File: src/rtl/core/frustum_mesh_generator_macros.svh
// assertion macros shared by the frustum mesh generator modules
`ifndef FRUSTUM_MESH_GENERATOR_MACROS_SVH
`define FRUSTUM_MESH_GENERATOR_MACROS_SVH

// property checked on every rising edge outside reset
`define FMG_ASSERT(lbl, prop, msg) \
  lbl: assert property (@(posedge clk) disable iff (!rst_n) prop) else $error(msg);

// condition that must never hold outside reset
`define FMG_NEVER(lbl, cond, msg) \
  `FMG_ASSERT(lbl, !(cond), msg)

`endif

File: src/rtl/core/fmg_pkg.sv
// shared types, constants and helpers of the frustum mesh generator
`timescale 1ns / 1ps
package fmg_pkg;

  localparam int SEG_W       = 11;
  localparam int MAX_SEG     = 1024;
  localparam int IDX_W       = 12;
  localparam int RING_W      = 10;
  localparam int LEN_W       = 16;
  localparam int TRIG_BITS   = 16;
  localparam int QUO_W       = TRIG_BITS + 1;
  localparam int REM_W       = SEG_W + 1;
  localparam int FRAC_W      = TRIG_BITS - 2;
  localparam int TERMS       = 7;
  localparam int TRIG_LAT    = 1 + QUO_W + 2 + 3 * TERMS + 1;
  localparam int QUEUE_DEPTH = 4;
  localparam int QPTR_W      = 2;
  localparam int IN_DATA_W   = 16;
  localparam int OUT_DATA_W  = 168;

  localparam logic [30:0] HALF_PI_Q30 = 31'd1686629713;

  // configuration register indexes
  typedef enum logic [1:0] {
    REG_HEIGHT   = 2'd0,
    REG_TOP_DIAM = 2'd1,
    REG_BOT_DIAM = 2'd2,
    REG_SEGMENTS = 2'd3
  } cfg_reg_t;

  // classified request, as it travels from front to back
  typedef struct packed {
    logic              triangle;
    logic              bad;
    logic              centre;
    logic              top;
    logic [RING_W-1:0] ring_i;
    logic [IDX_W-1:0]  ca;
    logic [IDX_W-1:0]  cb;
    logic [IDX_W-1:0]  cc;
  } item_t;

  // segment count as used: zero taken as one, capped at the maximum
  function automatic logic [SEG_W-1:0] eff_segments(input logic [SEG_W-1:0] s);
    logic [SEG_W-1:0] r;
    r = s;
    if (s == '0) r = SEG_W'(1);
    else if (s > SEG_W'(MAX_SEG)) r = SEG_W'(MAX_SEG);
    return r;
  endfunction

  // taylor divisors of term k
  function automatic int cos_div(input int k);
    return (2 * k - 1) * (2 * k);
  endfunction

  function automatic int sin_div(input int k);
    return (2 * k) * (2 * k + 1);
  endfunction

endpackage

File: src/rtl/core/fmg_front.sv
// front end: classifies a request and works out triangle corners
`timescale 1ns / 1ps
module fmg_front (
  input  logic                     mode_i,
  input  logic [fmg_pkg::IDX_W-1:0] index_i,
  input  logic [fmg_pkg::SEG_W-1:0] seg_i,
  output fmg_pkg::item_t            item_o
);

  logic [fmg_pkg::IDX_W:0] k, r, two_r, three_r, four_r, i_sel, n_sel;

  // decode vertex or triangle index against the ring size
  always_comb begin
    k       = {1'b0, index_i};
    r       = (fmg_pkg::IDX_W + 1)'(seg_i);
    two_r   = r << 1;
    three_r = two_r + r;
    four_r  = r << 2;
    i_sel   = '0;
    n_sel   = '0;
    item_o  = '0;
    item_o.triangle = mode_i;
    if (!mode_i) begin
      if (k >= two_r + 13'd2) begin
        item_o.bad = 1'b1;
      end else begin
        item_o.centre = (k >= two_r);
        item_o.top    = (k >= two_r) ? (k == two_r) : (k < r);
        item_o.ring_i = fmg_pkg::RING_W'((k < r) ? k : k - r);
      end
    end else if (k >= four_r) begin
      item_o.bad = 1'b1;
    end else begin
      if (k < two_r) i_sel = k >> 1;
      else if (k < three_r) i_sel = k - two_r;
      else i_sel = k - three_r;
      n_sel = (i_sel + 13'd1 == r) ? '0 : i_sel + 13'd1;
      if (k < two_r) begin
        if (!k[0]) begin
          item_o.ca = fmg_pkg::IDX_W'(i_sel);
          item_o.cb = fmg_pkg::IDX_W'(i_sel + r);
          item_o.cc = fmg_pkg::IDX_W'(n_sel);
        end else begin
          item_o.ca = fmg_pkg::IDX_W'(n_sel);
          item_o.cb = fmg_pkg::IDX_W'(i_sel + r);
          item_o.cc = fmg_pkg::IDX_W'(n_sel + r);
        end
      end else if (k < three_r) begin
        item_o.ca = fmg_pkg::IDX_W'(two_r);
        item_o.cb = fmg_pkg::IDX_W'(i_sel);
        item_o.cc = fmg_pkg::IDX_W'(n_sel);
      end else begin
        item_o.ca = fmg_pkg::IDX_W'(two_r + 13'd1);
        item_o.cb = fmg_pkg::IDX_W'(n_sel + r);
        item_o.cc = fmg_pkg::IDX_W'(i_sel + r);
      end
    end
  end

endmodule

File: config.mk
export PLATFORM = sky130hd
export DESIGN_NAME = fmg_front
export DESIGN_NICKNAME = d
export VERILOG_FILES = /design/src/rtl/core/frustum_mesh_generator_macros.svh /design/src/rtl/core/fmg_pkg.sv /design/src/rtl/core/fmg_front.sv
export SDC_FILE = /design/constraint.sdc
export NUM_CORES = 1
export LEC_CHECK = 0
export BUFFER_PORTS_ARGS = -buffer_cell sky130_fd_sc_hd__buf_4
export CAP_MARGIN = 20
export CORE_UTILIZATION = 45
export DETAILED_ROUTE_END_ITERATION = 6
export PLACE_DENSITY_LB_ADDON = 0.1
export SYNTH_ARGS = -nofsm -noshare
export SYNTH_HDL_FRONTEND = slang
export SYNTH_SLANG_ARGS = --single-unit
File: constraint.sdc
create_clock -name vclk -period 16.54
set_input_delay 3.308 -clock vclk [all_inputs]
set_output_delay 3.308 -clock vclk [all_outputs]
set_load 0.01 [all_outputs]
==> results of run 1 <==
-- critical path, delay by kind of cell --
kind	cells	cell delay (ps)
AOI/OAI and AO/OA	24	5160
xor gates and xnor gates	3	360
adders and majority gates	6	1880
buffers and inverters	5	540
and+or+nand+nor	7	1050
-- worst paths after layout --
kind / from / to / cells past startpoint
max: seg_i[1] / item_o[10] / 45
min: mode_i / item_o[49] / 2
-- layer usage --
layer | global-route usage | share of wire
met4 | 0.0781 | 0.028
met2 | 0.464 | 0.45
met1 | 0.390 | 0.48
met3 | 0.0102 | 0.046
met5 | 0 | 0
-- synthesized netlist by cell type (4+ instances only) --
cell type	n	area [µm²]
o21a_1	13	97.6
a31oi_1	4	25.0
a21oi_1	59	295
nand2_1	49	184
fa_1	6	120
and2_1	4	25.0
or3_1	5	31.3
a21oi_2	5	43.8
clkbuf_1	19	71.3
a211oi_2	4	50.1
a21o_1	30	225
o21ai_0	42	210
o21ai_2	7	61.3
nand3_1	12	60.1
ha_1	89	1110
nand4_1	5	31.3
buf_1	4	15.0
xnor2_1	46	403
buf_6	4	45.0
a211oi_1	15	113
a221oi_2	10	150
mux2i_1	15	150
o22ai_1	14	87.6
a21boi_0	7	52.6
o21ai_1	5	25.0
nor3_1	23	115
nand2b_1	6	37.5
nor2_1	57	214
a31o_2	4	35.0
xor2_1	22	193
o21bai_1	11	82.6
o211ai_2	9	113
nor2b_1	4	25.0
inv_1	58	218
-- final cells by class --
class | count | area [µm²] | area share
multi-input combinational | 652 | 5150 | 0.836
inverter | 60 | 225 | 0.0366
timing repair buffer | 80 | 601 | 0.0975
tap | 147 | 184 | 0.0299
-- metrics by stage --
step | hold slack [ps] | std cells | area [µm²]
after detailed placement | 6820 | 938 | 6150
after global placement | 6820 | 938 | 6150
final | 6820 | 939 | 6160
after global routing | 6820 | 939 | 6160
after floorplan | 6710 | 745 | 5540
after CTS | 6820 | 938 | 6150
-- placed cells by master, fill, tap and decap left out, types with 5 or more instances in the layout --
cell / synthesis / routed
o211ai_2: 9 / 9
a21o_1: 30 / 30
a221oi_2: 10 / 10
ha_1: 89 / 89
a21boi_0: 7 / 7
nor2_1: 57 / 57
nand2_1: 49 / 49
nand4_1: 5 / 5
nand3_1: 12 / 12
a211oi_1: 15 / 15
xor2_1: 22 / 22
o21ai_1: 5 / 5
a21oi_2: 5 / 5
inv_1: 58 / 58
xnor2_1: 46 / 46
or3_1: 5 / 5
o22ai_1: 14 / 14
o21a_1: 13 / 13
o21ai_0: 42 / 42
nand2b_1: 6 / 6
mux2i_1: 15 / 15
fa_1: 6 / 6
o21bai_1: 11 / 11
buf_4: 2 / 80
nor3_1: 23 / 23
o21ai_2: 7 / 6
a21oi_1: 59 / 59
-- cells by family after synthesis --
kind of cell	after synthesis	synth area share
compound gates	278	0.381
xor+xnor	71	0.119
fa+ha+maj	95	0.223
buf+inv	93	0.0712
mux	19	0.0359
simple gates	189	0.171
-- power by group --
group          internal, W  switching [W]  total (W)
logic             0.000192       0.000271   0.000463
registers                0              0          0
clock network            0              0          0
==> flow_summary.toml, run 1 <==
[run_status]
status = "finished clean"

[routing]
avgRoutedWirePerCell_um = 19.0
vias = 5732
post_drt_via_cell_ratio = 6.10
first_pass_iters = 6
ant_nets = 0
drt-total-wl_um = 17800
drt_iter0_markers = 361
drc_errors = 0

[timing]
period_needed_ps = 15630
setup_viol = 0
hold_viol_final = 0
fmax_ghz = 0.0640
final.setup.tns_ps = 0
maxSlewViolCount = 0
setup_ws_ps = 911
max_slew_margin = 0.347
rsz0062_at_grt = "no"
fin_crit_sh = 0.945
worst_pin_slew_ps = 977

[floorplanning]
io_pins = 74
rows = 40
die_area_um2 = 12800
fp.dieH_um = 113
core_um2 = 12000
die_w_um = 113
start_util = 0.461

[worst_setup_path]
required_ps = 13230
critical-path-max-stage-delay_ps = 780
end_kind = "output pin"
arrival_ps = 12320
cpMostUsedCell = "a21oi_1"
crit_type = "in -> out"
cp_max_fo = 21
startpoint_type = "input pin"
slowest_stage = "o211ai_2"

[place]
dp_hpwl_um = 14200
portBuffers = 74
gp_congestion = 0.929
dp_slack_ps = 1070

[yosys]
ys_warn_count = 0
syn_inst = 745
synth_cell_type_count = 82
syn_area_per_cell_um2 = 7.43
syn-cell-area_um2 = 5540
seq_area_frac_synth = 0
synthesis.nets = 864

[global_routing]
grt_first_pass_wirelength_um = 28700
grt_pass1_vias = 5355
grt_max_degree = 39
grtUsageTotal = 0.278
antenna_found_initial = 0
grt-ovfl-total = 0

[finish]
regArea_um2 = 0
fillers = 1210
syn2layout_area_growth_pct = 11.3
antennaDiodeCount = 0
clock_buffers = 0
drive_gt1_frac = 0.182
utilization = 0.513
seq_cell_count = 0
num-nets-final = 913

[run]
drv_cap = 0

[power]
p_leak_nw = 2.86
power_w = 0.000463
p_per_area_nw_per_um2 = 75.2
ir_drop_v = 0.0000340

[min_path]
min_path_type = "in -> out"

[cts]
post_cts_buffers = 0
ctsHoldBuffers = 0
post_cts_resized = 0
No activity file was read; power rests on OpenSTA's default activity.
==> run 2: changes to the inputs <==
- ABC_AREA: unset -> 1
- ABC_CLOCK_PERIOD_IN_PS: unset -> 16540
==> run 2 against run 1 <==
  * Worst setup slack improved by 1100 ps
  * Power fell by 5.7%
  * Synthesized cell count rose by 25%
  * Sequential share of layout area did not move
  * Combinational power fell by 5.6%
  * Global-route usage fell by 0.39 points
  * Critical endpoint unchanged
  * Core utilization rose by 0.45 points
  * Non-clock buffer count fell by 3
  * Synthesized area rose by 2.1%
  * Flip-flop and latch count did not move
==> flow_summary.toml, run 2 <==
[yosys]
synthAdderAreaFrac = 0.218
syn_inst = 934
synth_top_family_by_area = "simple AND/OR/NAND/NOR gates"
synth_top_area_share = 0.197
synth-compound-area-share = 0.213
synthMostInstantiatedCell = "nand2_1"
yosys.area_share.simple = 0.359
synth_xor_area_frac = 0.0923
synth_area_leaders = "ha_1, nand2_1, inv_1, a21oi_1, xor2_1"
yosys.area.top_type = "ha_1"
ys_warn_count = 0
syn_area_per_cell_um2 = 6.05
synth_common_cells = "nand2_1, inv_1, ha_1"
seq_area_frac_synth = 0
synthesis.nets = 1053
synthMuxAreaShare = 0.00177
synth_cell_type_count = 47
syn-cell-area_um2 = 5650

[timing]
max_slew_margin = 0.365
holdWs_ps = 6810
setup_viol = 0
rsz0062_at_grt = "no"
fin_crit_sh = 0.878
maxSlewViolCount = 0
setup_ws_ps = 2020
worst_pin_slew_ps = 951
fmax_ghz = 0.0689
final.setup.tns_ps = 0
hold_viol_final = 0
period_needed_ps = 14520

[global_routing]
grt_first_pass_wirelength_um = 28700
grt-ovfl-total = 0
grt_pass1_vias = 5402
grt_max_degree = 46
grtUsageTotal = 0.274
antenna_found_initial = 0

[routing]
avgRoutedWirePerCell_um = 15.3
ant_nets = 0
drc_errors = 0
first_pass_iters = 5
vias = 6089
drt_iter0_markers = 474
drt-total-wl_um = 17600
post_drt_via_cell_ratio = 5.29

[cts]
ctsHoldBuffers = 0
post_cts_buffers = 0
post_cts_resized = 0

[worst_setup_path]
crit_buf_inv = 5
arrival_ps = 11210
slowest_stage = "fa_1"
startpoint_type = "input pin"
path_delay_family = "simple AND/OR/NAND/NOR gates"
cp_max_fo = 22
end_kind = "output pin"
critical-path-max-stage-delay_ps = 400
required_ps = 13230
cpMostUsedCell = "nand2_1"
crit_type = "in -> out"

[finish]
final_common_cell = "nand2_1"
layout_common_cells = "nand2_1, inv_1, ha_1"
num-nets-final = 1104
fillers = 1326
clock_buffers = 0
drive_gt1_frac = 0.164
design_area_um2 = 6270
syn2layout_area_growth_pct = 10.9
regArea_um2 = 0
multiInputGateArea_um2 = 5000
antennaDiodeCount = 0
seq_cell_count = 0

[floorplanning]
core_um2 = 12100
die_area_um2 = 13000
rows = 40
fp.dieH_um = 114
io_pins = 74
die_w_um = 114
start_util = 0.467

[power]
ir_drop_v = 0.0000367
p_leak_nw = 3.31
p_per_area_nw_per_um2 = 69.7

[place]
dp_hpwl_um = 14200
gp_congestion = 0.931
portBuffers = 74
dp_slack_ps = 2150
postPlaceCellArea_um2 = 6270

[run]
drv_cap = 0

[run_status]
status = "finished clean"

[min_path]
min_path_type = "in -> out"
==> run 2: through the flow <==
stage	util	cells	power, W
global route	0.517	1151	0.000491
floorplan	-	934	0.000324
finish	0.517	1151	0.000437
detailed placement	0.517	1151	0.000432
CTS	0.517	1151	0.000435
global placement	0.517	1151	0.000432
==> run 2: power by group <==
| group | switching [W] | internal (W) | total [W] |
|---|---|---|---|
| logic | 0.000273 | 0.000164 | 0.000437 |
| clock network | 0 | 0 | 0 |
| registers | 0 | 0 | 0 |
==> run 2: final cells by class <==
cell class         instances  area share
inverters                126      0.0763
repair buffers            77      0.0923
multi-input cells        780       0.798
well taps                168      0.0335
==> run 2: path summary, 6_finish.rpt <==
kind | startpoint | end | slack (ps) | cells past startpoint
max | seg_i[1] | item_o[10] | 2020 | 51
min | mode_i | item_o[49] | 6810 | 2
==> run 2: cell families after synthesis <==
logic type,Yosys count
buffers and inverters,154
multiplexers,1
XOR/XNOR,58
AND/OR/NAND/NOR,421
AO/OA/AOI/OAI,205
adder cells (fa/ha/maj),95
==> run 2: per-layer routing <==
metal  share of wire  GRT usage  wire (µm)  vias up
met4          0.0076     0.0216        133        0
met1            0.51      0.420       8990     2707
li1                -          -          -     3220
met3           0.044    0.00424        774       10
met5               0          0          0        -
met2            0.44      0.442       7700      152
==> run 3: changes to the inputs <==
- CELL_PAD_IN_SITES_DETAIL_PLACEMENT: unset -> 1
- CELL_PAD_IN_SITES_GLOBAL_PLACEMENT: unset -> 1
- CORE_UTILIZATION: 45 -> 43
==> run 3 against run 2 <==
  * Flip-flop and latch count unchanged
  * Clock-buffer cell count unchanged
  * Critical path depth unchanged
  * Final cell count up 0.35%
==> flow_summary.toml, run 3 (same netlist as run 2, synthesis figures left out) <==
[worst_setup_path]
crit_type = "in -> out"
arrival_ps = 11410
slowest_stage = "fa_1"
cpMostUsedCell = "nand2_1"
end_kind = "output pin"
required_ps = 13230
startpoint_type = "input pin"
cp_max_fo = 22
critical-path-max-stage-delay_ps = 410

[finish]
seq_cell_count = 0
fillers = 1865
syn2layout_area_growth_pct = 11.0
final_common_cell = "nand2_1"
clock_buffers = 0
layout_common_cells = "nand2_1, inv_1, ha_1"
regArea_um2 = 0
num-nets-final = 1104
antennaDiodeCount = 0
drive_gt1_frac = 0.164

[global_routing]
antenna_found_initial = 0
grt-ovfl-total = 0
grt_pass1_vias = 6032
grt_first_pass_wirelength_um = 31400
grt_max_degree = 46
grtUsageTotal = 0.294

[routing]
drc_errors = 0
ant_nets = 0
drt_iter0_markers = 330
post_drt_via_cell_ratio = 5.50
avgRoutedWirePerCell_um = 17.2
vias = 6353
drt-total-wl_um = 19800
first_pass_iters = 4

[timing]
worst_pin_slew_ps = 1040
max_slew_margin = 0.305
maxSlewViolCount = 0
hold_viol_final = 0
fin_crit_sh = 0.890
final.setup.tns_ps = 0
setup_viol = 0
fmax_ghz = 0.0680
period_needed_ps = 14710
holdWs_ps = 6810
rsz0062_at_grt = "no"

[floorplanning]
rows = 41
die_area_um2 = 13600
start_util = 0.444
core_um2 = 12700
die_w_um = 117
fp.dieH_um = 117
io_pins = 74

[power]
power_frac_seq = 0
combinationalPowerShare = 1.000
p_leak_nw = 3.31
swShare = 0.632
p_per_area_nw_per_um2 = 71.4
p_clk_frac = 0
ir_drop_v = 0.0000339
switching_power_w = 0.000283
intPower_w = 0.000165

[cts]
post_cts_resized = 0
post_cts_buffers = 0
ctsHoldBuffers = 0

[run_status]
status = "finished clean"

[min_path]
min_path_type = "in -> out"

[place]
gp_congestion = 0.951
portBuffers = 74
dp_hpwl_um = 16300

[run]
drv_cap = 0
==> run 3: cell counts in the layout (fill, tap and decap cells not counted) <==
Identical to the previous run, type by type.
==> run 3: worst paths after layout <==
kind | depth (start not counted) | to | slack (ps) | from
worst min-delay path | 2 | item_o[49] | 6810 | mode_i
worst max-delay path | 51 | item_o[10] | 1830 | seg_i[1]
==> run 3: area by class of cell <==
class	count	area (µm²)	area share
timing repair buffer	77	578	0.0922
multi-input combinational	780	5000	0.797
inverter	126	478	0.0762
tap	172	215	0.0343
==> run 3: metrics by stage <==
step	std cells	area (µm²)	setup slack, ps	utilization	total power [W]
after floorplan	934	5650	3640	-	0.000324
after global placement	1155	6270	2340	0.493	0.000437
after detailed placement	1155	6270	1960	0.493	0.000445
after CTS	1155	6270	1950	0.493	0.000448
after global routing	1155	6270	1110	0.493	0.000500
final	1155	6270	1830	0.493	0.000448
==> run 3: power groups by stage <==
stage	registers, W	logic, W	clock network (W)
3_5_place_dp	0	0.000445	0
3_3_place_gp	0	0.000437	0
5_1_grt	0	0.000500	0
4_1_cts	0	0.000448	0
2_1_floorplan	0	0.000324	0
6_report	0	0.000448	0
==> run 3: metal layers <==
layer,track usage,up-vias,share of wire
li1,-,3221,-
met1,0.423,2983,0.50
met2,0.501,124,0.46
met3,0.00571,25,0.029
met4,0.0371,0,0.011
met5,0,-,0
==> run 3: worst max-delay path: cells and delay by family <==
family                     cells  cell delay, ps
and+or+nand+nor               23            2790
AOI/OAI and AO/OA             15            2570
adders and majority gates      6            1940
buffers and inverters          5             500
xor gates and xnor gates       2             320
