### src/rtl/core/frustum_mesh_generator_macros.svh
// assertion macros shared by the frustum mesh generator modules
`ifndef FRUSTUM_MESH_GENERATOR_MACROS_SVH
`define FRUSTUM_MESH_GENERATOR_MACROS_SVH

// property checked on every rising edge outside reset
`define FMG_ASSERT(lbl, prop, msg) \
  lbl: assert property (@(posedge clk) disable iff (!rst_n) prop) else $error(msg);

// condition that must never hold outside reset
`define FMG_NEVER(lbl, cond, msg) \
  `FMG_ASSERT(lbl, !(cond), msg)

`endif

### src/rtl/core/fmg_pkg.sv
// shared types, constants and helpers of the frustum mesh generator
`timescale 1ns / 1ps
package fmg_pkg;

  localparam int SEG_W       = 11;
  localparam int MAX_SEG     = 1024;
  localparam int IDX_W       = 12;
  localparam int RING_W      = 10;
  localparam int LEN_W       = 16;
  localparam int TRIG_BITS   = 16;
  localparam int QUO_W       = TRIG_BITS + 1;
  localparam int REM_W       = SEG_W + 1;
  localparam int FRAC_W      = TRIG_BITS - 2;
  localparam int TERMS       = 7;
  localparam int TRIG_LAT    = 1 + QUO_W + 2 + 3 * TERMS + 1;
  localparam int QUEUE_DEPTH = 4;
  localparam int QPTR_W      = 2;
  localparam int IN_DATA_W   = 16;
  localparam int OUT_DATA_W  = 168;

  localparam logic [30:0] HALF_PI_Q30 = 31'd1686629713;

  // configuration register indexes
  typedef enum logic [1:0] {
    REG_HEIGHT   = 2'd0,
    REG_TOP_DIAM = 2'd1,
    REG_BOT_DIAM = 2'd2,
    REG_SEGMENTS = 2'd3
  } cfg_reg_t;

  // classified request, as it travels from front to back
  typedef struct packed {
    logic              triangle;
    logic              bad;
    logic              centre;
    logic              top;
    logic [RING_W-1:0] ring_i;
    logic [IDX_W-1:0]  ca;
    logic [IDX_W-1:0]  cb;
    logic [IDX_W-1:0]  cc;
  } item_t;

  // segment count as used: zero taken as one, capped at the maximum
  function automatic logic [SEG_W-1:0] eff_segments(input logic [SEG_W-1:0] s);
    logic [SEG_W-1:0] r;
    r = s;
    if (s == '0) r = SEG_W'(1);
    else if (s > SEG_W'(MAX_SEG)) r = SEG_W'(MAX_SEG);
    return r;
  endfunction

  // taylor divisors of term k
  function automatic int cos_div(input int k);
    return (2 * k - 1) * (2 * k);
  endfunction

  function automatic int sin_div(input int k);
    return (2 * k) * (2 * k + 1);
  endfunction

endpackage

### src/rtl/core/fmg_queue.sv
// short queue between the front end and the vertex pipeline
`timescale 1ns / 1ps
`include "frustum_mesh_generator_macros.svh"
module fmg_queue (
  input  logic           clk,
  input  logic           rst_n,
  input  logic           push_i,
  input  fmg_pkg::item_t item_i,
  input  logic           pop_i,
  output fmg_pkg::item_t head_o,
  output logic           full_o,
  output logic           empty_o
);

  fmg_pkg::item_t               mem_r [fmg_pkg::QUEUE_DEPTH];
  logic [fmg_pkg::QPTR_W-1:0]   wr_ptr_r, rd_ptr_r;
  logic [fmg_pkg::QPTR_W:0]     count_r, count_nxt;

  assign full_o  = (count_r == (fmg_pkg::QPTR_W + 1)'(fmg_pkg::QUEUE_DEPTH));
  assign empty_o = (count_r == '0);
  assign head_o  = mem_r[rd_ptr_r];

  always_comb begin
    count_nxt = count_r;
    if (push_i && !pop_i) count_nxt = count_r + 1'b1;
    else if (!push_i && pop_i) count_nxt = count_r - 1'b1;
  end

  // pointers and fill count
  always_ff @(posedge clk) begin
    if (!rst_n) begin
      wr_ptr_r <= '0;
      rd_ptr_r <= '0;
      count_r  <= '0;
    end else begin
      if (push_i) wr_ptr_r <= wr_ptr_r + 1'b1;
      if (pop_i) rd_ptr_r <= rd_ptr_r + 1'b1;
      count_r <= count_nxt;
    end
  end

  // storage
  always_ff @(posedge clk) begin
    if (push_i) mem_r[wr_ptr_r] <= item_i;
  end

  `FMG_NEVER(a_q_overfill, count_r > (fmg_pkg::QPTR_W + 1)'(fmg_pkg::QUEUE_DEPTH), "queue overfilled")
  `FMG_NEVER(a_q_pop_empty, pop_i && empty_o, "pop from empty queue")
  `FMG_ASSERT(a_q_count_up, push_i && !pop_i |=> count_r == $past(count_r) + 1'b1, "count lost a push")

endmodule

### config.mk
export PLATFORM = sky130hd
export DESIGN_NAME = fmg_queue
export DESIGN_NICKNAME = d
export VERILOG_FILES = /design/src/rtl/core/fmg_pkg.sv /design/src/rtl/core/fmg_queue.sv
export VERILOG_INCLUDE_DIRS = /design/src /design/src/rtl/core
export SDC_FILE = /design/constraint.sdc
export NUM_CORES = 1
export LEC_CHECK = 0
export ABC_AREA = 1
export BUFFER_PORTS_ARGS = -buffer_cell sky130_fd_sc_hd__clkbuf_2
export CORE_ASPECT_RATIO = 0.9
export CORE_MARGIN = 2
export CORE_UTILIZATION = 55
export CTS_CLUSTER_SIZE = 8
export DETAILED_ROUTE_END_ITERATION = 8
export HOLD_SLACK_MARGIN = 0.02
export PLACE_DENSITY = 0.84
export SLEW_MARGIN = 20
export SYNTH_ARGS = -nofsm -noshare
export SYNTH_HDL_FRONTEND = slang
export SYNTH_SLANG_ARGS = --single-unit
export TNS_END_PERCENT = 100
### constraint.sdc
create_clock -name clk -period 2.68 [get_ports clk]
set_input_delay 0.134 -clock clk [delete_from_list [all_inputs] [get_ports clk]]
set_output_delay 0.134 -clock clk [all_outputs]
set_load 0.03 [all_outputs]
==> results.ini, run 1 <==
[logic_synthesis]
ys_types=22
yosysSeqAreaShare_pct=77.4
synth_nets=601
yosysWarningCount=0
netlist_area_um2=7990
synthCells=541
synth_area_per_cell_um2=14.8
ys_seq_elements=209

[timing]
final.period_utilization_pct=84.1
final_max_slew_viol_count=0
fmax_mhz=444
tightest_slew_ns=0.578
layout_setup_ws_ns=0.427
grt_setup_unrepaired=false
slew_headroom_pct=61.4
worst_clock_skew_ns=0.0137
timing_hold_violations_final=0
fin_setup_tns_ns=0
layout_min_cycle_time_ns=2.25
finalSetupViolCount=0

[final_layout]
syn2layout_area_growth_pct=24.2
diodes=0
final_nets=769
layout-drive-gt1-share_pct=21.5
n_fill_cell=903

[routing]
wire_per_inst_um=17.9
vias=5012
ant_nets=0
routed_via_density=5.48
drc_errors=0
drt_first_pass_iters=5
drt_iter0_markers=445
wirelength_um=16400

[worst_setup_path]
crit_path_max_incr_delay_ns=0.50
cp-end-kind=output port
critPathSlowestCell=dfxtp_4
critical_path_required_ns=2.55
start_kind=flip-flop
path_max_fanout=85
path_cells=buf_12, o21ai_0, o22ai_1, clkbuf_2
path_class=reg2out
crit_arrival_ns=2.12

[clock_network]
postCtsSetupBuffers=0
clock_sinks=209
cts_made_buffers=30
cts_root_buffer=clkbuf_16
cts_resized=0
clk_pin_slew_ns=0.05
clock_path_buffers=3
cts_max_level=1
clock_latency_ns=0.51
cts_tree=built
hold_buffers=53

[power]
p_leak_nw=3.61
peakVddDrop_v=0.000488
powerDensity_nw_per_um2=803

[place]
dp_slack_ns=0.930
place_congestion=0.741
hpwl_um=9300
port_buffers=105

[outcome]
status=finished, final reports clean

[floorplanning]
die_area_um2=15500
die-height_um=118
row_count=41
design.portCount=106
start_util_pct=56.6
die_x_um=131
core_area_um2=14100

[worst_hold_path]
hold_class=in2reg

[global_routing]
grt_pass1_vias=5129
gr-total-overflow=0
grt_use_total_pct=21.4
grt_pass1_wl_um=26000
grt_max_degree=101
antenna_found_initial=0

[flow_run]
max-cap-violations=0

path summary, 6_finish.rpt:
path                from           end  cells past startpoint  slack, ns
max            flip-flop    head_o[22]                      4       0.43
min           item_i[19]  mem_r[0][19]                      2       0.38
max reg2reg  wr_ptr_r[1]   mem_r[1][4]                      5       0.92
min reg2reg  rd_ptr_r[1]     flip-flop                      1       0.48
through the flow:
step / util [%] / hold WS (ns) / cell area (um^2) / power, mW / std cells
final: 70.4 / 0.377 / 9930 / 7.97 / 915
after global routing: 70.4 / 0.369 / 9930 / 8.24 / 915
after CTS: 70.4 / 0.364 / 9930 / 8.01 / 915
after detailed placement: 60.7 / 0.354 / 8560 / 4.67 / 817
after global placement: 60.7 / 0.348 / 8560 / 4.63 / 817
after floorplan: - / 0.233 / 7990 / 4.42 / 541
cell usage in the layout, fill, tap and decap left out, types with 7 or more instances in the layout:
cell,instances
edfxtp_1,200
clkbuf_2,105
nor2_1,104
o21ai_1,60
dlygate4sd3_1,53
o22ai_1,50
o21ai_0,46
clkbuf_16,31
clkbuf_1,13
inv_1,11
nand2_1,9
dfxtp_1,7
cells in the mapped netlist, drive strengths merged:
cell          number  area, um^2
edfxtp           200        6010
a21oi              4        20.0
o21ai            106         531
nand4              1        6.26
buf               30         319
dlymetal6s2s       1        12.5
fa                 1        20.0
nand3              1        5.00
nor2             105         397
dfxtp              9         180
nand2              9        33.8
inv               17        76.3
nor3               2        10.0
o22ai             50         313
ha                 5        62.6
kinds of logic (layout without fill, tap and decap cells):
| kind of cell | after synthesis | after routing | share of synthesized area (%) |
|---|---|---|---|
| buf+inv | 48 | 229 | 5.10 |
| flops | 209 | 209 | 77.4 |
| compound gates | 160 | 160 | 10.8 |
| simple gates | 118 | 118 | 5.65 |
| fa+ha+maj | 6 | 6 | 1.03 |
report_power, final:
| part | switching (mW) | internal [mW] | leakage, nW |
|---|---|---|---|
| registers | 0.0530 | 3.74 | 1.91 |
| clock network | 1.22 | 2.07 | 0.401 |
| logic | 0.611 | 0.273 | 1.29 |
| total | 1.89 | 6.08 | 3.61 |
area by class of cell:
| class | instances | area, um^2 | share of cell area [%] |
|---|---|---|---|
| Tap cell | 193 | 241 | 2.43 |
| Clock inverter | 1 | 8.76 | 0.0882 |
| Inverter | 17 | 76.3 | 0.769 |
| Multi-Input combinational cell | 284 | 1400 | 14.1 |
| Clock buffer | 44 | 825 | 8.31 |
| Timing Repair Buffer | 167 | 1190 | 12.0 |
| Sequential cell | 209 | 6190 | 62.4 |
flip-flops by register name, indices dropped and copies added (netlist names), named ones only:
register	count
count_r	3
mem_r	200
rd_ptr_r	2
wr_ptr_r	2
routing by layer:
| layer | global-route usage [%] | wire length, um | vias up |
|---|---|---|---|
| li1 | - | - | 2367 |
| met1 | 28.7 | 6890 | 2427 |
| met2 | 35.7 | 8150 | 189 |
| met3 | 4.48 | 1030 | 29 |
| met4 | 5.85 | 306 | 0 |
| met5 | 0 | 0 | - |
critical path: cells and delay by family (launching register included):
family / cells / cell delay (ns)
buffers and inverters: 2 / 0.59
DFF: 1 / 0.50
AOI/OAI and AO/OA: 2 / 0.43
Note: power is estimated with default switching activity, not from simulation.
==> inputs of run 2 (changes only) <==
--- a/config.mk
+++ b/config.mk
@@ -6,7 +6,7 @@
 export SDC_FILE = /design/constraint.sdc
 export NUM_CORES = 1
 export LEC_CHECK = 0
-export ABC_AREA = 1
+export ABC_AREA = 0
 export BUFFER_PORTS_ARGS = -buffer_cell sky130_fd_sc_hd__clkbuf_2
 export CORE_ASPECT_RATIO = 0.9
 export CORE_MARGIN = 2
==> constraint.sdc (replaced) <==
create_clock -name clk -period 2.1 [get_ports clk]
set_input_delay 0.105 -clock clk [delete_from_list [all_inputs] [get_ports clk]]
set_output_delay 0.105 -clock clk [all_outputs]
set_load 0.03 [all_outputs]
==> run 2 against run 1 <==
Effect of this change:
- die area decreased by 3.3%
- combinational power rose by 41%
- sequential power up 28%
- hold slack worse by 0.031 ns
- clock power increased by 26%
- critical path type unchanged
- critical endpoint is now head_o[23]
==> results.ini, run 2 <==
[outcome]
status=finished, final reports clean

[clock_network]
cts_root_buffer=clkbuf_16
cts_made_buffers=30  ; unchanged
clock_path_buffers=3  ; unchanged
clk_pin_slew_ns=0.05  ; about the same
clock_latency_ns=0.51  ; about the same
cts_max_level=1  ; unchanged
cts_tree=built
clock_sinks=209  ; unchanged
postCtsSetupBuffers=0  ; unchanged

[timing]
fmax_mhz=500
final_max_slew_viol_count=0  ; unchanged
worst_clock_skew_ns=0.00902  ; -0.00473 ns
timing_hold_violations_final=0  ; unchanged
finalSetupViolCount=0  ; unchanged
tightest_slew_ns=0.412  ; -0.166 ns
final.period_utilization_pct=95.3
layout_min_cycle_time_ns=2.00
slew_headroom_pct=72.5  ; +11 points
fin_setup_tns_ns=0  ; unchanged
grt_setup_unrepaired=false

[global_routing]
gr-total-overflow=0  ; unchanged
grt_max_degree=30  ; -70%
antenna_found_initial=0  ; unchanged
grt_pass1_vias=4193  ; -18%
grt_pass1_wl_um=21800  ; -16%
grt_use_total_pct=19.6  ; -1.9 points

[routing]
drc_errors=0  ; unchanged
wirelength_um=14300  ; -13%
wire_per_inst_um=21.0  ; +17%
routed_via_density=5.56  ; +1.4%
vias=3783  ; -25%
drt_first_pass_iters=4  ; -1
ant_nets=0  ; unchanged
drt_iter0_markers=207  ; -53%

[power]
p_leak_nw=3.47  ; -3.7%
swShare_pct=22.8  ; -0.85 points
clockPowerShare_pct=40.6  ; -0.7 points
powerDensity_nw_per_um2=1040  ; +30%
p_int_mw=7.94  ; +31%
peakVddDrop_v=0.000680  ; +39%
p_seq_share_pct=47.3  ; -0.3 points
p_switching_mw=2.35  ; +24%
combPwrFrac_pct=12.2  ; +1.1 points
p_total_mw=10.3  ; +29%

[floorplanning]
die_x_um=129  ; -1.7%
start_util_pct=55.7  ; -0.93 points
row_count=41  ; unchanged
core_area_um2=13900  ; -1.8%
die_area_um2=15000  ; -3.3%
design.portCount=106  ; unchanged
die-height_um=116  ; -1.7%

[worst_setup_path]
critical_path_required_ns=2.00  ; -0.55 ns
crit_arrival_ns=1.90  ; -0.22 ns
start_kind=flip-flop
path_max_fanout=14  ; -84%
critPathSlowestCell=mux4_2
crit_path_max_incr_delay_ns=0.57  ; +0.07 ns
path_class=reg2out
cp-end-kind=output port
path_cells=buf_6, mux4_2, clkbuf_2

[logic_synthesis]
netlist_area_um2=7720  ; -3.4%
yosysSeqAreaShare_pct=80.2  ; +2.7 points
synth_nets=365  ; -39%
synthCells=305  ; -44%
synth_top_area_share_pct=77.8  ; +2.7 points
yosys-top-cells-area=edfxtp_1, mux4_2, dfxtp_1
yosysMostFrequentCell=edfxtp_1
yosysWarningCount=0  ; unchanged
ys_seq_elements=209  ; unchanged
synth_common_cells=edfxtp_1, mux4_2, and2_1, dfxtp_1
ys_types=21  ; -4.5%
synthFlopType=edfxtp_1
synth_edf_count=200  ; unchanged
synth_area_per_cell_um2=25.3  ; +71%
async_reset_ff_share_pct=0  ; unchanged
yosys.area.top_type=edfxtp_1

[final_layout]
final_common_cell=edfxtp_1
final_nets=557  ; -28%
largestRegisters=mem_r: 200 flops, count_r: 3 flops
syn2layout_area_growth_pct=28.2
final_cells=681  ; -26%
largest_reg_flops=200  ; unchanged
final_cell_mix=edfxtp_1, clkbuf_2, dlygate4sd3_1
regMostFlops=mem_r
diodes=0  ; unchanged
n_fill_cell=833  ; -7.8%
layout-drive-gt1-share_pct=40.5  ; +19 points

[place]
port_buffers=105  ; unchanged
dp.cells=583  ; -29%
hpwl_um=8260  ; -11%
place_congestion=0.699  ; -5.6%

[worst_hold_path]
hold_class=in2reg

[flow_run]
max-cap-violations=0  ; unchanged

==> run 2: cell count changes after synthesis, moves of 5 or more <==
cell and change:
o21ai_0 -45, o21ai_1 -60, nor2_1 -104, buf_8 -5
and2_1 +9, buf_2 -5, inv_1 -12, o22ai_1 -50
mux4_2 +50, buf_4 -5, nand2_1 -8
==> run 2: timing repair <==
item                                    4_1_cts  5_1_grt
hold endpoints to repair                    209        0
resized for setup                             2        1
hold buffers                                 54        0
endpoints found under the setup margin        3       17
==> run 2: critical path, delay by kind of cell, from the launching register on <==
kind / cells / cell delay [ns]
buf+inv: 2 / 0.44
flops: 1 / 0.37
mux: 1 / 0.57
==> run 2: cells by family after synthesis <==
logic type / share of synthesized area, %
muxes: 14.9
buffers and inverters: 2.01
DFF: 80.2
AOI/OAI and AO/OA: 0.162
xor gates and xnor gates: 0.568
and+or+nand+nor: 1.18
adders and majority gates: 1.07
==> run 2: area by class of cell <==
class	count	area (um^2)	area share [%]
multi-input combinational	80	1380	14.0
clock inverter	1	8.76	0.0885
sequential	209	6190	62.6
inverter	4	15.0	0.152
timing repair buffer	172	1260	12.7
clock buffer	43	821	8.30
tap	172	215	2.18
==> run 2: path summary, 6_finish.rpt <==
path | start | slack [ns] | endpoint | depth (start not counted)
setup reg to reg | wr_ptr_r[0] | 0.48 | mem_r[0][41] | 4
hold / removal | item_i[13] | 0.35 | mem_r[0][13] | 2
setup / recovery | flip-flop | 0.1 | head_o[23] | 3
hold reg to reg | count_r[2] | 0.53 | count_r[2] | 2
==> run 2: stage by stage <==
stage	hold slack (ns)	setup WS, ns	utilization [%]	area [um^2]
final	0.346	0.0990	71.4	9890
after CTS	0.321	0.0146	71.4	9890
after detailed placement	0.324	0.445	61.5	8510
after global placement	0.318	0.542	61.5	8510
after floorplan	0.204	0.491	-	7720
after global routing	0.342	0.0156	71.4	9890
==> run 2: power by group through the flow <==
stage          registers, mW  logic, mW  clock network (mW)
2_1_floorplan           4.91      0.829                   0
3_3_place_gp            4.93       1.14                   0
3_5_place_dp            4.94       1.17                   0
4_1_cts                 4.87       1.26                4.26
5_1_grt                 4.88       1.33                4.46
6_report                4.87       1.25                4.17
==> run 2: routing by layer <==
metal,wire length (um),vias to the layer above,GRT usage (%),part of all wire [%]
met5,0,-,0,0
met4,238,0,6.30,1.7
met3,819,25,4.81,5.7
met2,7540,136,34.1,53
met1,5670,1956,24.6,40
li1,-,1666,-,-
==> inputs of run 3 (changes only) <==
--- a/config.mk
+++ b/config.mk
@@ -15,8 +15,9 @@
 export DETAILED_ROUTE_END_ITERATION = 8
 export HOLD_SLACK_MARGIN = 0.02
 export PLACE_DENSITY = 0.84
+export SETUP_SLACK_MARGIN = 0.5
 export SLEW_MARGIN = 20
 export SYNTH_ARGS = -nofsm -noshare
 export SYNTH_HDL_FRONTEND = slang
 export SYNTH_SLANG_ARGS = --single-unit
-export TNS_END_PERCENT = 100
+export TNS_END_PERCENT = 20
==> run 3 against run 2 <==
Effect of this change:
- combinational power grew 25%
- via count increased by 1.0%
- maximum frequency decreased by 0.19%
- global-route usage increased by 1.6 points
- clock power barely moved
- first-iteration DRC count increased by 50%
- routed wire length rose by 9.1%
- sequential share of layout area down 3.1 points
- setup slack got worse by 0.0038 ns
- clock skew up 0.0018 ns
- sequential power hardly changed
- core utilization up 3.7 points
- critical endpoint is now head_o[19]
- largest cell class unchanged
- largest power group unchanged
==> results.ini, run 3 (synthesized netlist as in run 2, its figures left out) <==
[outcome]
status=finished, final reports clean

[global_routing]
antenna_found_initial=0  ; unchanged
grt_pass1_vias=4202  ; +0.21%
grt_pass1_wl_um=23300  ; +6.8%
grt_use_total_pct=21.2  ; +1.6 points
grt_busiest_layer=met2
gr-usage-met1_pct=27.4  ; +2.7 points
gr-total-overflow=0  ; unchanged
grtUsageMet3_pct=4.31  ; -0.50 points
grt_max_degree=51  ; +70%
met2_usage_pct=37.3  ; +3.2 points

[final_layout]
regArea_um2=6190  ; about the same
regMostFlops=mem_r
largestRegisters=mem_r: 200 flops, count_r: 3 flops
layout-drive-gt1-share_pct=41.1  ; +0.58 points
syn2layout_area_growth_pct=34.8
diodes=0  ; unchanged
final_cell_mix=edfxtp_1, clkbuf_2, dlygate4sd3_1
final_nets=562  ; +0.90%
multi_input_area_um2=1380  ; about the same
largest_reg_flops=200  ; unchanged
final_common_cell=edfxtp_1
n_fill_cell=739  ; -11%

[worst_setup_path]
path_cells=buf_12, buf_16, mux4_2, buf_8
worstSetupEndpoint=head_o[19]
reg2reg_depth=4  ; unchanged
path_buf_inv=3  ; +1
crit_arrival_ns=1.90  ; about the same
start_kind=flip-flop
critical_path_required_ns=2.00  ; about the same
cp_top_family=multiplexers
r2r_start=wr_ptr_r[0]
path_max_fanout=7  ; -7
cp.depth=4  ; +1
r2r-end=mem_r[0][37]
path_class=reg2out
cp-end-kind=output port
r2r_slack_ns=0.31  ; -0.17 ns
crit_path_max_incr_delay_ns=0.56  ; about the same
critPathSlowestCell=mux4_2

[flow_run]
max-cap-violations=0  ; unchanged

[timing]
final_max_slew_viol_count=0  ; unchanged
slew_headroom_pct=57.1  ; -15 points
grt_setup_unrepaired=true
fmax_mhz=499  ; -0.19%
final.period_utilization_pct=95.5  ; +0.18 points
worst_clock_skew_ns=0.0108  ; +0.00181 ns
layout_min_cycle_time_ns=2.00  ; +0.00375 ns
tightest_slew_ns=0.644  ; +0.232 ns
whs_ns=0.183  ; -0.163 ns
fin_setup_tns_ns=0  ; unchanged
finalSetupViolCount=0  ; unchanged
timing_hold_violations_final=0  ; unchanged

[routing]
routed_via_density=5.57  ; +0.29%
wire_per_inst_um=22.7  ; +8.3%
ant_nets=0  ; unchanged
vias=3822  ; +1.0%
wirelength_um=15600  ; +9.1%
drc_errors=0  ; unchanged
drt_first_pass_iters=4  ; unchanged
drt_iter0_markers=311  ; +50%

[place]
hpwl_um=7510  ; -9.1%
port_buffers=105  ; unchanged
place_congestion=0.707  ; +1.1%

[clock_network]
cts_root_buffer=clkbuf_16
cts_max_level=1  ; unchanged
cts_made_buffers=30  ; unchanged
clock_path_buffers=3  ; unchanged
clk_pin_slew_ns=0.05  ; about the same
clock_latency_ns=0.51  ; about the same
clock_sinks=209  ; unchanged
cts_tree=built

[floorplanning]
core_area_um2=13900  ; unchanged
row_count=41  ; unchanged
start_util_pct=55.7  ; unchanged
die_area_um2=15000  ; unchanged
design.portCount=106  ; unchanged
die-height_um=116  ; unchanged
die_x_um=129  ; unchanged

[power]
powerDensity_nw_per_um2=1020  ; -2.0%
p_total_mw=10.6  ; +3.1%
p_leak_nw=3.66  ; +5.3%
peakVddDrop_v=0.000804  ; +18%

[worst_hold_path]
hold_class=in2reg

-- run 3: final cells by class --
type	instances	area share, %
clock buffer	43	7.89
clock inverter	1	0.0842
inverter	4	0.144
multi-input combinational	80	13.3
sequential	209	59.5
tap	172	2.07
timing repair buffer	177	17.0
-- run 3: worst min-delay path by stage --
stage	startpoint	end	slack (ns)	cells past startpoint
after floorplan	item_i[0]	mem_r[0][0]	0.20	0
after global placement	item_i[43]	mem_r[3][43]	0.32	1
after detailed placement	item_i[47]	mem_r[0][47]	0.33	1
after CTS	pop_i	count_r[1]	0.18	5
after global routing	pop_i	count_r[1]	0.23	5
final	pop_i	count_r[1]	0.18	5
-- run 3: metrics by stage --
step	area [um^2]	cells	setup slack, ns	utilization [%]
after global placement	8480	578	0.334	61.2
after detailed placement	8480	578	0.316	61.2
after global routing	10400	686	0.0370	75.1
after CTS	10300	684	0.0563	74.2
after floorplan	7720	305	-0.0270	-
final	10400	686	0.0953	75.1
-- run 3: per-layer routing --
| metal | wire, um | part of all wire (%) |
|---|---|---|
| met1 | 6200 | 40 |
| met5 | 0 | 0 |
| met4 | 344 | 2.2 |
| met3 | 747 | 4.8 |
| met2 | 8280 | 53 |
-- run 3: power by group --
part           switching (mW)  total, mW  internal (mW)
Combinational           0.804       1.56          0.759
Clock                    1.54       4.19           2.64
Sequential             0.0681       4.86           4.80
Total                    2.42       10.6           8.20
-- run 3: tightest hold or removal path: stages --
cell      delay (ns)
clkbuf_2        0.09
inv_1           0.05
ha_1            0.20
mux2i_1         0.09
nor2b_1         0.12
-- run 3: what timing repair did --
item / CTS / global route
cloned: 5 / 1
pin swaps: 0 / 0
hold buffers: 54 / 0
setup buffers: 3 / 1
endpoints found under the setup margin: 78 / 111
hold endpoints to repair: 209 / 0
gates resized for setup: 65 / 62
